File: src/sv/tst_pkg.sv
// ----------------------------------------------------------------------------
// tst_pkg: texture slot table shared types and constants
// Word formats, operation and result codes, controller states and the
// command/status bundles between controller and datapath.
// ----------------------------------------------------------------------------
`default_nettype none
package tst_pkg;

  localparam int DefSlots      = 64;
  localparam int DefHandleBits = 32;
  localparam int MaxRuns       = 32;
  localparam int RunCntW       = $clog2(MaxRuns + 1);
  localparam int HandleW       = 32;
  localparam int FrameW        = 32;
  localparam int FieldW        = 6;

  typedef enum logic [1:0] {
    OP_BEGIN  = 2'd0,
    OP_UPSERT = 2'd1,
    OP_END    = 2'd2,
    OP_CLEAR  = 2'd3
  } op_e;

  typedef enum logic [1:0] {
    K_ACK    = 2'd0,
    K_INDEX  = 2'd1,
    K_RANGE  = 2'd2,
    K_REJECT = 2'd3
  } kind_e;

  typedef enum logic [4:0] {
    S_IDLE,
    S_BEGIN,
    S_CLEAR,
    S_UP_CHK,
    S_UP_RD,
    S_UP_CMP,
    S_UP_MISS,
    S_UP_POP,
    S_UP_WR,
    S_REJ,
    S_ES_INIT,
    S_ES_RD,
    S_ES_CHK,
    S_ES_CNT,
    S_ES_DEC,
    S_ES_NONE,
    S_ES_RUN,
    S_ES_FLUSH
  } state_e;

  typedef struct packed {
    op_e                 op;
    logic [HandleW-1:0]  handle;
    logic                handle_valid;
    logic                force_dirty;
    logic [FrameW-1:0]   frame_number;
  } in_t;

  typedef struct packed {
    kind_e               kind;
    logic [FieldW-1:0]   slot_index;
    logic [FieldW-1:0]   range_first;
    logic [FieldW-1:0]   range_count;
    logic [FieldW-1:0]   dirty_total;
    logic                last;
  } out_t;

  typedef struct packed {
    logic latch;
    logic do_begin;
    logic do_clear;
    logic scan_init;
    logic rd;
    logic inc;
    logic hit;
    logic pop;
    logic pop_take;
    logic grow;
    logic up_wr;
    logic emit_rej;
    logic es_chk;
    logic cnt_init;
    logic cnt_step;
    logic run_init;
    logic run_step;
    logic emit_none;
    logic emit_flush;
  } cmd_t;

  typedef struct packed {
    logic up_bad;
    logic scan_done;
    logic hmatch;
    logic free_nz;
    logic can_grow;
    logic at_end;
    logic total_zero;
    logic run_end;
    logic out_free;
  } sts_t;

endpackage
`default_nettype wire

File: src/sv/texture_slot_table_with_dirty_ranges_core.sv
// An upsert compares slots in order until a hit; a miss pops the free stack or grows
// the table. end_sync scans slots in use above slot 0, counts dirty marks over all
// slots, then builds runs; result words wait on output stalls. Ready only when idle.
// Reset: async active low; one slot in use, no free slots, frame 0, no dirty
// marks. Slot RAMs need no clearing pass: entries are written before read.
// ----------------------------------------------------------------------------
// texture_slot_table_with_dirty_ranges_core: texture slot table top level
// Maps nonzero handles to slots with frame stamping and reports dirty runs.
// ----------------------------------------------------------------------------
`default_nettype none
module texture_slot_table_with_dirty_ranges_core import tst_pkg::*; #(
  parameter int SLOTS       = DefSlots,
  parameter int HANDLE_BITS = DefHandleBits
) (
  input  wire logic clk_i,
  input  wire logic rst_ni,
  input  wire logic in_valid_i,
  output logic      in_ready_o,
  input  wire in_t  in_data_i,
  output logic      out_valid_o,
  input  wire logic out_ready_i,
  output out_t      out_data_o
);

  cmd_t cmd;
  sts_t sts;

  tst_ctrl u_ctrl (
    .clk_i, .rst_ni, .in_valid_i, .in_op_i(in_data_i.op), .in_ready_o,
    .sts_i(sts), .cmd_o(cmd)
  );

  tst_dp #(.SLOTS(SLOTS), .HANDLE_BITS(HANDLE_BITS)) u_dp (
    .clk_i, .rst_ni, .in_data_i, .cmd_i(cmd), .sts_o(sts),
    .out_valid_o, .out_ready_i, .out_data_o
  );

endmodule
`default_nettype wire

File: src/sv/tst_ram.sv
// ----------------------------------------------------------------------------
// tst_ram: generic single-write, single-read RAM
// One write port, one read port with registered read data.
// ----------------------------------------------------------------------------
`default_nettype none
module tst_ram #(
  parameter int Width = 8,
  parameter int Depth = 64
) (
  input  wire logic                     clk_i,
  input  wire logic                     we_i,
  input  wire logic [$clog2(Depth)-1:0] waddr_i,
  input  wire logic [Width-1:0]         wdata_i,
  input  wire logic [$clog2(Depth)-1:0] raddr_i,
  output logic      [Width-1:0]         rdata_o
);

  logic [Width-1:0] mem [Depth];

  always_ff @(posedge clk_i) begin
    if (we_i) begin
      mem[waddr_i] <= wdata_i;
    end
    rdata_o <= mem[raddr_i];
  end

endmodule
`default_nettype wire

File: src/sv/tst_ctrl.sv
// ----------------------------------------------------------------------------
// tst_ctrl: texture slot table controller
// Sequences begin_sync, upsert search/allocate, end_sync free/count/run
// passes and clear, issuing commands to the datapath.
// ----------------------------------------------------------------------------
`default_nettype none
module tst_ctrl import tst_pkg::*; (
  input  wire logic clk_i,
  input  wire logic rst_ni,
  input  wire logic in_valid_i,
  input  wire op_e  in_op_i,
  output logic      in_ready_o,
  input  wire sts_t sts_i,
  output cmd_t      cmd_o
);

  state_e state_q, state_d;

  always_ff @(posedge clk_i or negedge rst_ni) begin
    if (!rst_ni) begin
      state_q <= S_IDLE;
    end else begin
      state_q <= state_d;
    end
  end

  always_comb begin
    state_d    = state_q;
    cmd_o      = '0;
    in_ready_o = 1'b0;
    unique case (state_q)
      S_IDLE: begin
        in_ready_o = 1'b1;
        if (in_valid_i) begin
          cmd_o.latch = 1'b1;
          unique case (in_op_i)
            OP_BEGIN:  state_d = S_BEGIN;
            OP_UPSERT: state_d = S_UP_CHK;
            OP_END:    state_d = S_ES_INIT;
            OP_CLEAR:  state_d = S_CLEAR;
            default:   state_d = S_IDLE;
          endcase
        end
      end
      S_BEGIN: begin
        if (sts_i.out_free) begin
          cmd_o.do_begin = 1'b1;
          state_d = S_IDLE;
        end
      end
      S_CLEAR: begin
        if (sts_i.out_free) begin
          cmd_o.do_clear = 1'b1;
          state_d = S_IDLE;
        end
      end
      S_UP_CHK: begin
        if (sts_i.up_bad) begin
          state_d = S_REJ;
        end else begin
          cmd_o.scan_init = 1'b1;
          state_d = S_UP_RD;
        end
      end
      S_UP_RD: begin
        if (sts_i.scan_done) begin
          state_d = S_UP_MISS;
        end else begin
          cmd_o.rd = 1'b1;
          state_d = S_UP_CMP;
        end
      end
      S_UP_CMP: begin
        if (sts_i.hmatch) begin
          cmd_o.hit = 1'b1;
          state_d = S_UP_WR;
        end else begin
          cmd_o.inc = 1'b1;
          state_d = S_UP_RD;
        end
      end
      S_UP_MISS: begin
        priority if (sts_i.free_nz) begin
          cmd_o.pop = 1'b1;
          state_d = S_UP_POP;
        end else if (sts_i.can_grow) begin
          cmd_o.grow = 1'b1;
          state_d = S_UP_WR;
        end else begin
          state_d = S_REJ;
        end
      end
      S_UP_POP: begin
        cmd_o.pop_take = 1'b1;
        state_d = S_UP_WR;
      end
      S_UP_WR: begin
        if (sts_i.out_free) begin
          cmd_o.up_wr = 1'b1;
          state_d = S_IDLE;
        end
      end
      S_REJ: begin
        if (sts_i.out_free) begin
          cmd_o.emit_rej = 1'b1;
          state_d = S_IDLE;
        end
      end
      S_ES_INIT: begin
        cmd_o.scan_init = 1'b1;
        state_d = S_ES_RD;
      end
      S_ES_RD: begin
        if (sts_i.scan_done) begin
          cmd_o.cnt_init = 1'b1;
          state_d = S_ES_CNT;
        end else begin
          cmd_o.rd = 1'b1;
          state_d = S_ES_CHK;
        end
      end
      S_ES_CHK: begin
        cmd_o.es_chk = 1'b1;
        state_d = S_ES_RD;
      end
      S_ES_CNT: begin
        if (sts_i.at_end) begin
          state_d = S_ES_DEC;
        end else begin
          cmd_o.cnt_step = 1'b1;
        end
      end
      S_ES_DEC: begin
        if (sts_i.total_zero) begin
          state_d = S_ES_NONE;
        end else begin
          cmd_o.run_init = 1'b1;
          state_d = S_ES_RUN;
        end
      end
      S_ES_NONE: begin
        if (sts_i.out_free) begin
          cmd_o.emit_none = 1'b1;
          state_d = S_IDLE;
        end
      end
      S_ES_RUN: begin
        if (sts_i.run_end) begin
          state_d = S_ES_FLUSH;
        end else if (sts_i.out_free) begin
          cmd_o.run_step = 1'b1;
        end
      end
      S_ES_FLUSH: begin
        if (sts_i.out_free) begin
          cmd_o.emit_flush = 1'b1;
          state_d = S_IDLE;
        end
      end
      default: state_d = S_IDLE;
    endcase
  end

endmodule
`default_nettype wire

File: src/sv/tst_dp.sv
// ----------------------------------------------------------------------------
// tst_dp: texture slot table datapath
// Handle, touch-frame and free-stack RAMs, dirty marks, counters, the
// scan index, run builder and the output word register.
// ----------------------------------------------------------------------------
`default_nettype none
module tst_dp import tst_pkg::*; #(
  parameter int SLOTS       = DefSlots,
  parameter int HANDLE_BITS = DefHandleBits
) (
  input  wire logic clk_i,
  input  wire logic rst_ni,
  input  wire in_t  in_data_i,
  input  wire cmd_t cmd_i,
  output sts_t      sts_o,
  output logic      out_valid_o,
  input  wire logic out_ready_i,
  output out_t      out_data_o
);

  localparam int IW = $clog2(SLOTS);
  localparam int CW = $clog2(SLOTS + 1);
  localparam logic [CW-1:0] SlotsC = CW'(SLOTS);

  in_t                    fld_q;
  logic [FrameW-1:0]      frame_q;
  logic [CW-1:0]          used_q, free_q, idx_q, total_q, len_q, pend_cnt_q;
  logic [IW-1:0]          slot_q, first_q, pend_first_q;
  logic [SLOTS-1:0]       dirty_q;
  logic [RunCntW-1:0]     runs_q;
  logic                   new_q, pend_v_q, out_valid_q;
  out_t                   out_q;

  logic [HANDLE_BITS-1:0] key;
  logic [HANDLE_BITS-1:0] hnd_rd, hnd_wdata;
  logic [FrameW-1:0]      tch_rd, tch_wdata;
  logic [IW-1:0]          stk_rd, idx_ix, free_m1, hnd_waddr;
  logic                   hnd_we, tch_we, stk_we, stale, out_free, cur_d, out_set;
  logic [CW-1:0]          free_m1_w;

  always_comb begin
    for (int b = 0; b < HANDLE_BITS; b++) begin
      key[b] = (b < HandleW) ? fld_q.handle[b % HandleW] : 1'b0;
    end
  end

  assign idx_ix    = idx_q[IW-1:0];
  assign free_m1_w = free_q - CW'(1);
  assign free_m1   = free_m1_w[IW-1:0];
  assign stale     = (tch_rd != frame_q) && (hnd_rd != '0);
  assign out_free  = !out_valid_q || out_ready_i;
  assign cur_d     = (idx_q < SlotsC) && dirty_q[idx_ix];
  assign out_set   = cmd_i.do_begin || cmd_i.do_clear || cmd_i.up_wr || cmd_i.emit_rej ||
                     cmd_i.emit_none || cmd_i.emit_flush ||
                     (cmd_i.run_step && !cur_d && (len_q != '0) &&
                      (runs_q < RunCntW'(MaxRuns)) && pend_v_q);

  always_comb begin
    hnd_we    = (cmd_i.up_wr && new_q) || (cmd_i.es_chk && stale);
    tch_we    = cmd_i.up_wr || (cmd_i.es_chk && stale);
    stk_we    = cmd_i.es_chk && stale && (free_q < SlotsC);
    hnd_waddr = cmd_i.up_wr ? slot_q : idx_ix;
    hnd_wdata = cmd_i.up_wr ? key : '0;
    tch_wdata = cmd_i.up_wr ? frame_q : '0;
  end

  tst_ram #(.Width(HANDLE_BITS), .Depth(SLOTS)) u_hnd_ram (
    .clk_i, .we_i(hnd_we), .waddr_i(hnd_waddr), .wdata_i(hnd_wdata),
    .raddr_i(idx_ix), .rdata_o(hnd_rd)
  );

  tst_ram #(.Width(FrameW), .Depth(SLOTS)) u_tch_ram (
    .clk_i, .we_i(tch_we), .waddr_i(hnd_waddr), .wdata_i(tch_wdata),
    .raddr_i(idx_ix), .rdata_o(tch_rd)
  );

  tst_ram #(.Width(IW), .Depth(SLOTS)) u_stk_ram (
    .clk_i, .we_i(stk_we), .waddr_i(free_q[IW-1:0]), .wdata_i(idx_ix),
    .raddr_i(free_m1), .rdata_o(stk_rd)
  );

  always_comb begin
    sts_o            = '0;
    sts_o.up_bad     = (key == '0) || !fld_q.handle_valid;
    sts_o.scan_done  = idx_q >= used_q;
    sts_o.hmatch     = hnd_rd == key;
    sts_o.free_nz    = free_q != '0;
    sts_o.can_grow   = used_q < SlotsC;
    sts_o.at_end     = idx_q == SlotsC;
    sts_o.total_zero = total_q == '0;
    sts_o.run_end    = (idx_q == SlotsC) && (len_q == '0);
    sts_o.out_free   = out_free;
  end

  // control state
  always_ff @(posedge clk_i or negedge rst_ni) begin
    if (!rst_ni) begin
      frame_q  <= '0;
      used_q   <= CW'(1);
      free_q   <= '0;
      dirty_q  <= '0;
      idx_q    <= '0;
      total_q  <= '0;
      len_q    <= '0;
      runs_q   <= '0;
      pend_v_q <= 1'b0;
      new_q    <= 1'b0;
      out_valid_q <= 1'b0;
    end else begin
      if (out_set) begin
        out_valid_q <= 1'b1;
      end else if (out_ready_i) begin
        out_valid_q <= 1'b0;
      end
      if (cmd_i.do_begin) begin
        frame_q <= fld_q.frame_number;
        dirty_q <= '0;
      end
      if (cmd_i.do_clear) begin
        frame_q <= '0;
        used_q  <= CW'(1);
        free_q  <= '0;
        dirty_q <= '0;
      end
      if (cmd_i.scan_init) begin
        idx_q <= CW'(1);
        new_q <= 1'b1;
      end
      if (cmd_i.inc) begin
        idx_q <= idx_q + CW'(1);
      end
      if (cmd_i.hit) begin
        new_q <= 1'b0;
      end
      if (cmd_i.pop) begin
        free_q <= free_m1_w;
      end
      if (cmd_i.grow) begin
        used_q <= used_q + CW'(1);
      end
      if (cmd_i.up_wr && (new_q || fld_q.force_dirty)) begin
        dirty_q[slot_q] <= 1'b1;
      end
      if (cmd_i.es_chk) begin
        idx_q <= idx_q + CW'(1);
        if (stale) begin
          dirty_q[idx_ix] <= 1'b1;
          if (free_q < SlotsC) begin
            free_q <= free_q + CW'(1);
          end
        end
      end
      if (cmd_i.cnt_init) begin
        idx_q   <= '0;
        total_q <= '0;
      end
      if (cmd_i.cnt_step) begin
        idx_q <= idx_q + CW'(1);
        if (dirty_q[idx_ix]) begin
          total_q <= total_q + CW'(1);
        end
      end
      if (cmd_i.run_init) begin
        idx_q    <= '0;
        len_q    <= '0;
        runs_q   <= '0;
        pend_v_q <= 1'b0;
      end
      if (cmd_i.run_step) begin
        if (idx_q != SlotsC) begin
          idx_q <= idx_q + CW'(1);
        end
        if (cur_d) begin
          len_q <= len_q + CW'(1);
        end else if (len_q != '0) begin
          len_q <= '0;
          if (runs_q < RunCntW'(MaxRuns)) begin
            runs_q   <= runs_q + RunCntW'(1);
            pend_v_q <= 1'b1;
          end
        end
      end
    end
  end

  // payload
  always_ff @(posedge clk_i) begin
    if (cmd_i.latch) begin
      fld_q <= in_data_i;
    end
    if (cmd_i.hit) begin
      slot_q <= idx_ix;
    end
    if (cmd_i.grow) begin
      slot_q <= used_q[IW-1:0];
    end
    if (cmd_i.pop_take) begin
      slot_q <= stk_rd;
    end
    if (cmd_i.run_step) begin
      if (cur_d && (len_q == '0)) begin
        first_q <= idx_ix;
      end
      if (!cur_d && (len_q != '0) && (runs_q < RunCntW'(MaxRuns))) begin
        pend_first_q <= first_q;
        pend_cnt_q   <= len_q;
        if (pend_v_q) begin
          out_q <= '{K_RANGE, '0, FieldW'(pend_first_q), FieldW'(pend_cnt_q),
                     FieldW'(total_q), 1'b0};
        end
      end
    end
    if (cmd_i.do_begin || cmd_i.do_clear) begin
      out_q <= '{K_ACK, '0, '0, '0, '0, 1'b1};
    end
    if (cmd_i.emit_rej) begin
      out_q <= '{K_REJECT, '0, '0, '0, '0, 1'b1};
    end
    if (cmd_i.up_wr) begin
      out_q <= '{K_INDEX, FieldW'(slot_q), '0, '0, '0, 1'b1};
    end
    if (cmd_i.emit_none) begin
      out_q <= '{K_RANGE, '0, '0, '0, '0, 1'b1};
    end
    if (cmd_i.emit_flush) begin
      out_q <= '{K_RANGE, '0, FieldW'(pend_first_q), FieldW'(pend_cnt_q),
                 FieldW'(total_q), 1'b1};
    end
  end

  assign out_valid_o = out_valid_q;
  assign out_data_o  = out_q;

endmodule
`default_nettype wire

File: config.mk
export PLATFORM = sky130hd
export DESIGN_NAME = texture_slot_table_with_dirty_ranges_core
export DESIGN_NICKNAME = d
export VERILOG_FILES = /design/src/sv/tst_pkg.sv /design/src/sv/texture_slot_table_with_dirty_ranges_core.sv /design/src/sv/tst_ram.sv /design/src/sv/tst_ctrl.sv /design/src/sv/tst_dp.sv
export SDC_FILE = /design/constraint.sdc
export NUM_CORES = 2
export LEC_CHECK = 0
export BUFFER_PORTS_ARGS = -buffer_cell sky130_fd_sc_hd__buf_2
export CAP_MARGIN = 20
export CELL_PAD_IN_SITES_DETAIL_PLACEMENT = 1
export CELL_PAD_IN_SITES_GLOBAL_PLACEMENT = 1
export CORE_AREA = 2 2 746 748
export CTS_BUF_LIST = sky130_fd_sc_hd__clkbuf_4 sky130_fd_sc_hd__clkbuf_8
export CTS_CLUSTER_SIZE = 16
export DETAILED_ROUTE_END_ITERATION = 12
export DIE_AREA = 0 0 748 750
export PLACE_DENSITY = 0.54
export SYNTH_ARGS = -nofsm -noshare
export SYNTH_HDL_FRONTEND = slang
export SYNTH_MEMORY_MAX_BITS = 65536
export SYNTH_SLANG_ARGS = --single-unit
File: constraint.sdc
create_clock -name clk_i -period 4.7 [get_ports clk_i]
set_input_delay 0.47 -clock clk_i [delete_from_list [all_inputs] [get_ports clk_i]]
set_output_delay 0.47 -clock clk_i [all_outputs]
set_load 0.05 [all_outputs]
==> out/qor.csv <==
metric,value,unit
ys_warn_count,0,
cts_tree,done,
grt-ovfl-total,0,
cp.arrival,5590,ps
fin_crit,4610,ps
cap_violations,0,
via_per_inst,5.79,
synth_top_area_cell,edfxtp_1,
setup_viol,0,
synth.top_cell.area_share,78.2,%
numCtsBuffers,771,
fin_skew,147,ps
initial_core_util,31.8,%
cts_sinks,4812,
ios,101,
stdcell_area,209000,µm²
post_cts_resize_count,0,
antenna_left,0,
syn_to_final_growth,18.7,%
powerDensity,559,nW/µm²
synth_fp_nets,9622,
placed_cell_area,192000,µm²
grt_pass1_vias,108000,
port_buffers,100,
critPathLaunchType,flip-flop,
die_x,748,µm
outcome,finished clean,
hold_viol_final,0,
drtIter0Drc,14600,
grt_max_degree,105,
drive_gt1_share,20.9,%
ys_ff_latch,4812,
fin_crit_sh,98.1,%
nets,10600,
synth_cell_types,75,
grt_use_total,23.2,%
clockBufferDepth,4,
max_slew_margin,12.1,%
drt_drc_violations_left,0,
vias,107000,
synth_edf_count,4588,
rows,274,
ir_drop,0.510,mV
layout_commonest_cell,edfxtp_1,
power_leakage,65.3,nW
rsz0062_at_grt,no,
place_congestion,0.840,
antenna_found_initial,37,
cts-hold-fix-buffers,141,
final_core_util,37.7,%
layout_common_cells,"edfxtp_1 (4588), a22oi_1 (1769), clkbuf_8 (806)",
post-cts-setup-buffers,0,
wirelength,674,mm
drv_slew,0,
clk_pin_slew,70,ps
async_flop_share,3.01,%
dieArea,561000,µm²
synthTopCellsByArea,"edfxtp_1 (78%), a22oi_1 (7.5%), dfrtp_1 (2.0%)",
critical_path_class,flip-flop to flip-flop,
chipHeight,750,µm
clockRootBuffer,clkbuf_8,
synth-seq-area-share,81.1,%
worstMarginPinSlew,1310,ps
wl_per_cell,36.5,µm
final.setup.tns,0,ps
fmax,217,MHz
synthCells,9534,
worstPathMaxFanout,32,
grt_pass1_wl,918,mm
core,554000,µm²
cp_data_required_time,5680,ps
synth_ff_type,edfxtp_1,
syn_area,176000,µm²
first_pass_iters,8,
hpwl,389,mm
endpoint_kind,flip-flop,
cts_max_level,6,
synth_area_per_cell,18.5,µm²
hp-class,input port to flip-flop,
clk_latency,1400,ps
## kinds of logic (layout without fill, tap and decap cells)
| family | count (synthesis) | in the layout | synth area share (%) |
|---|---|---|---|
| AO/OA/AOI/OAI | 2873 | 2873 | 12.3 |
| XOR/XNOR | 71 | 71 | 0.353 |
| adder cells (fa/ha/maj) | 16 | 16 | 0.114 |
| buffers and inverters | 674 | 2268 | 1.53 |
| flip-flops | 4812 | 4812 | 81.1 |
| multiplexers | 164 | 164 | 1.90 |
| other | 0 | 25 | 0 |
| AND/OR/NAND/NOR | 924 | 924 | 2.66 |
## metal layers
layer	up-vias	wire length, µm	global-route usage, %
met5	-	90	0
met1	57500	274000	31.8
met3	1149	56900	3.80
met2	5961	313000	36.8
li1	42400	-	-
met4	14	30100	9.61
## stage by stage
| stage | hold WS, ps | instances | total power (W) | worst slack (ps) |
|---|---|---|---|---|
| 5_1_grt | 243 | 18500 | 0.120 | 205 |
| 3_5_place_dp | 406 | 16900 | 0.0806 | 288 |
| 2_1_floorplan | 174 | 9534 | 0.0660 | -7.66 |
| 6_report | 284 | 18500 | 0.117 | 89.6 |
| 3_3_place_gp | 408 | 16900 | 0.0803 | 101 |
| 4_1_cts | 126 | 18400 | 0.117 | 220 |
## Yosys cell counts, types with 16 or more instances
master and count:
a21oi_1 108, a221oi_1 171, a22o_1 174, a22oi_1 1769, a31oi_1 162, a41oi_1 278
and2_1 86, buf_1 107, buf_2 103, clkbuf_1 424, dfrtp_1 144, dfxtp_1 79
edfxtp_1 4588, ha_1 16, inv_1 34, mux2i_1 24, mux4_2 136, nand2_1 154
nand2b_1 20, nand3_1 66, nand4_1 94, nor2_1 271, nor3_1 29, nor4_1 123
o211ai_1 22, o21ai_0 116, or3_1 16, xnor2_1 28, xor2_1 43
## power breakdown
group          internal (W)  switching (W)  total [W]
clock network        0.0192         0.0176     0.0368
logic               0.00843         0.0208     0.0292
registers            0.0498        0.00120     0.0510
total                0.0774         0.0395      0.117
## final cells by class
type                            instances  area [µm²]
Multi-Input combinational cell       4048       31800
Fill cell                           54600      345000
Clock inverter                        338        2460
Inverter                               34         128
Timing Repair Buffer                  817        9370
Sequential cell                      4812      143000
Antenna cell                           25        62.6
Tap cell                             7314        9150
Clock buffer                         1079       13100
## worst paths after layout
path                       slack [ps]  cells after the start                                from                                   end
min in group asynchronous         310                      4                              rst_ni           u_dp.frame_q[4]$_DFFE_PN0P_
max in group asynchronous        3740                      4                              rst_ni               u_dp.idx_q[4]$_DFF_PN0_
max                                90                     11  u_dp.u_hnd_ram.rdata_o[24]$_DFF_P_  u_dp.u_hnd_ram.mem[60][19]$_DFFE_PP_
max reg2reg                        90                     11  u_dp.u_hnd_ram.rdata_o[24]$_DFF_P_  u_dp.u_hnd_ram.mem[60][19]$_DFFE_PP_
min reg2reg                       420                      0           u_dp.first_q[5]$_DFFE_PP_        u_dp.pend_first_q[5]$_DFFE_PP_
min                               280                      5                         out_ready_i      u_dp.out_data_o[26]$_SDFFE_PP1P_
## state kept, by name, summed over array words and instances (netlist names), 27 cells and up
register,count
u_dp.u_hnd_ram.mem,2048
u_dp.u_tch_ram.mem,2048
u_dp.u_stk_ram.mem,384
u_dp.dirty_q,64
u_dp.fld_q,34
u_dp.frame_q,32
u_dp.key,32
u_dp.u_hnd_ram.rdata_o,32
u_dp.u_tch_ram.rdata_o,32
u_dp.out_data_o,27
## critical path, cell delays in order, from the launching register on
cell,delay (ps)
dfxtp_1,330
nor4_1,760
nand4_1,500
buf_4,370
o211ai_1,240
a41o_1,260
buf_4,310
o22a_1,460
nand2b_1,400
buf_4,280
nor2_4,50
buf_12,220
Power figures use the tool's default switching activity.
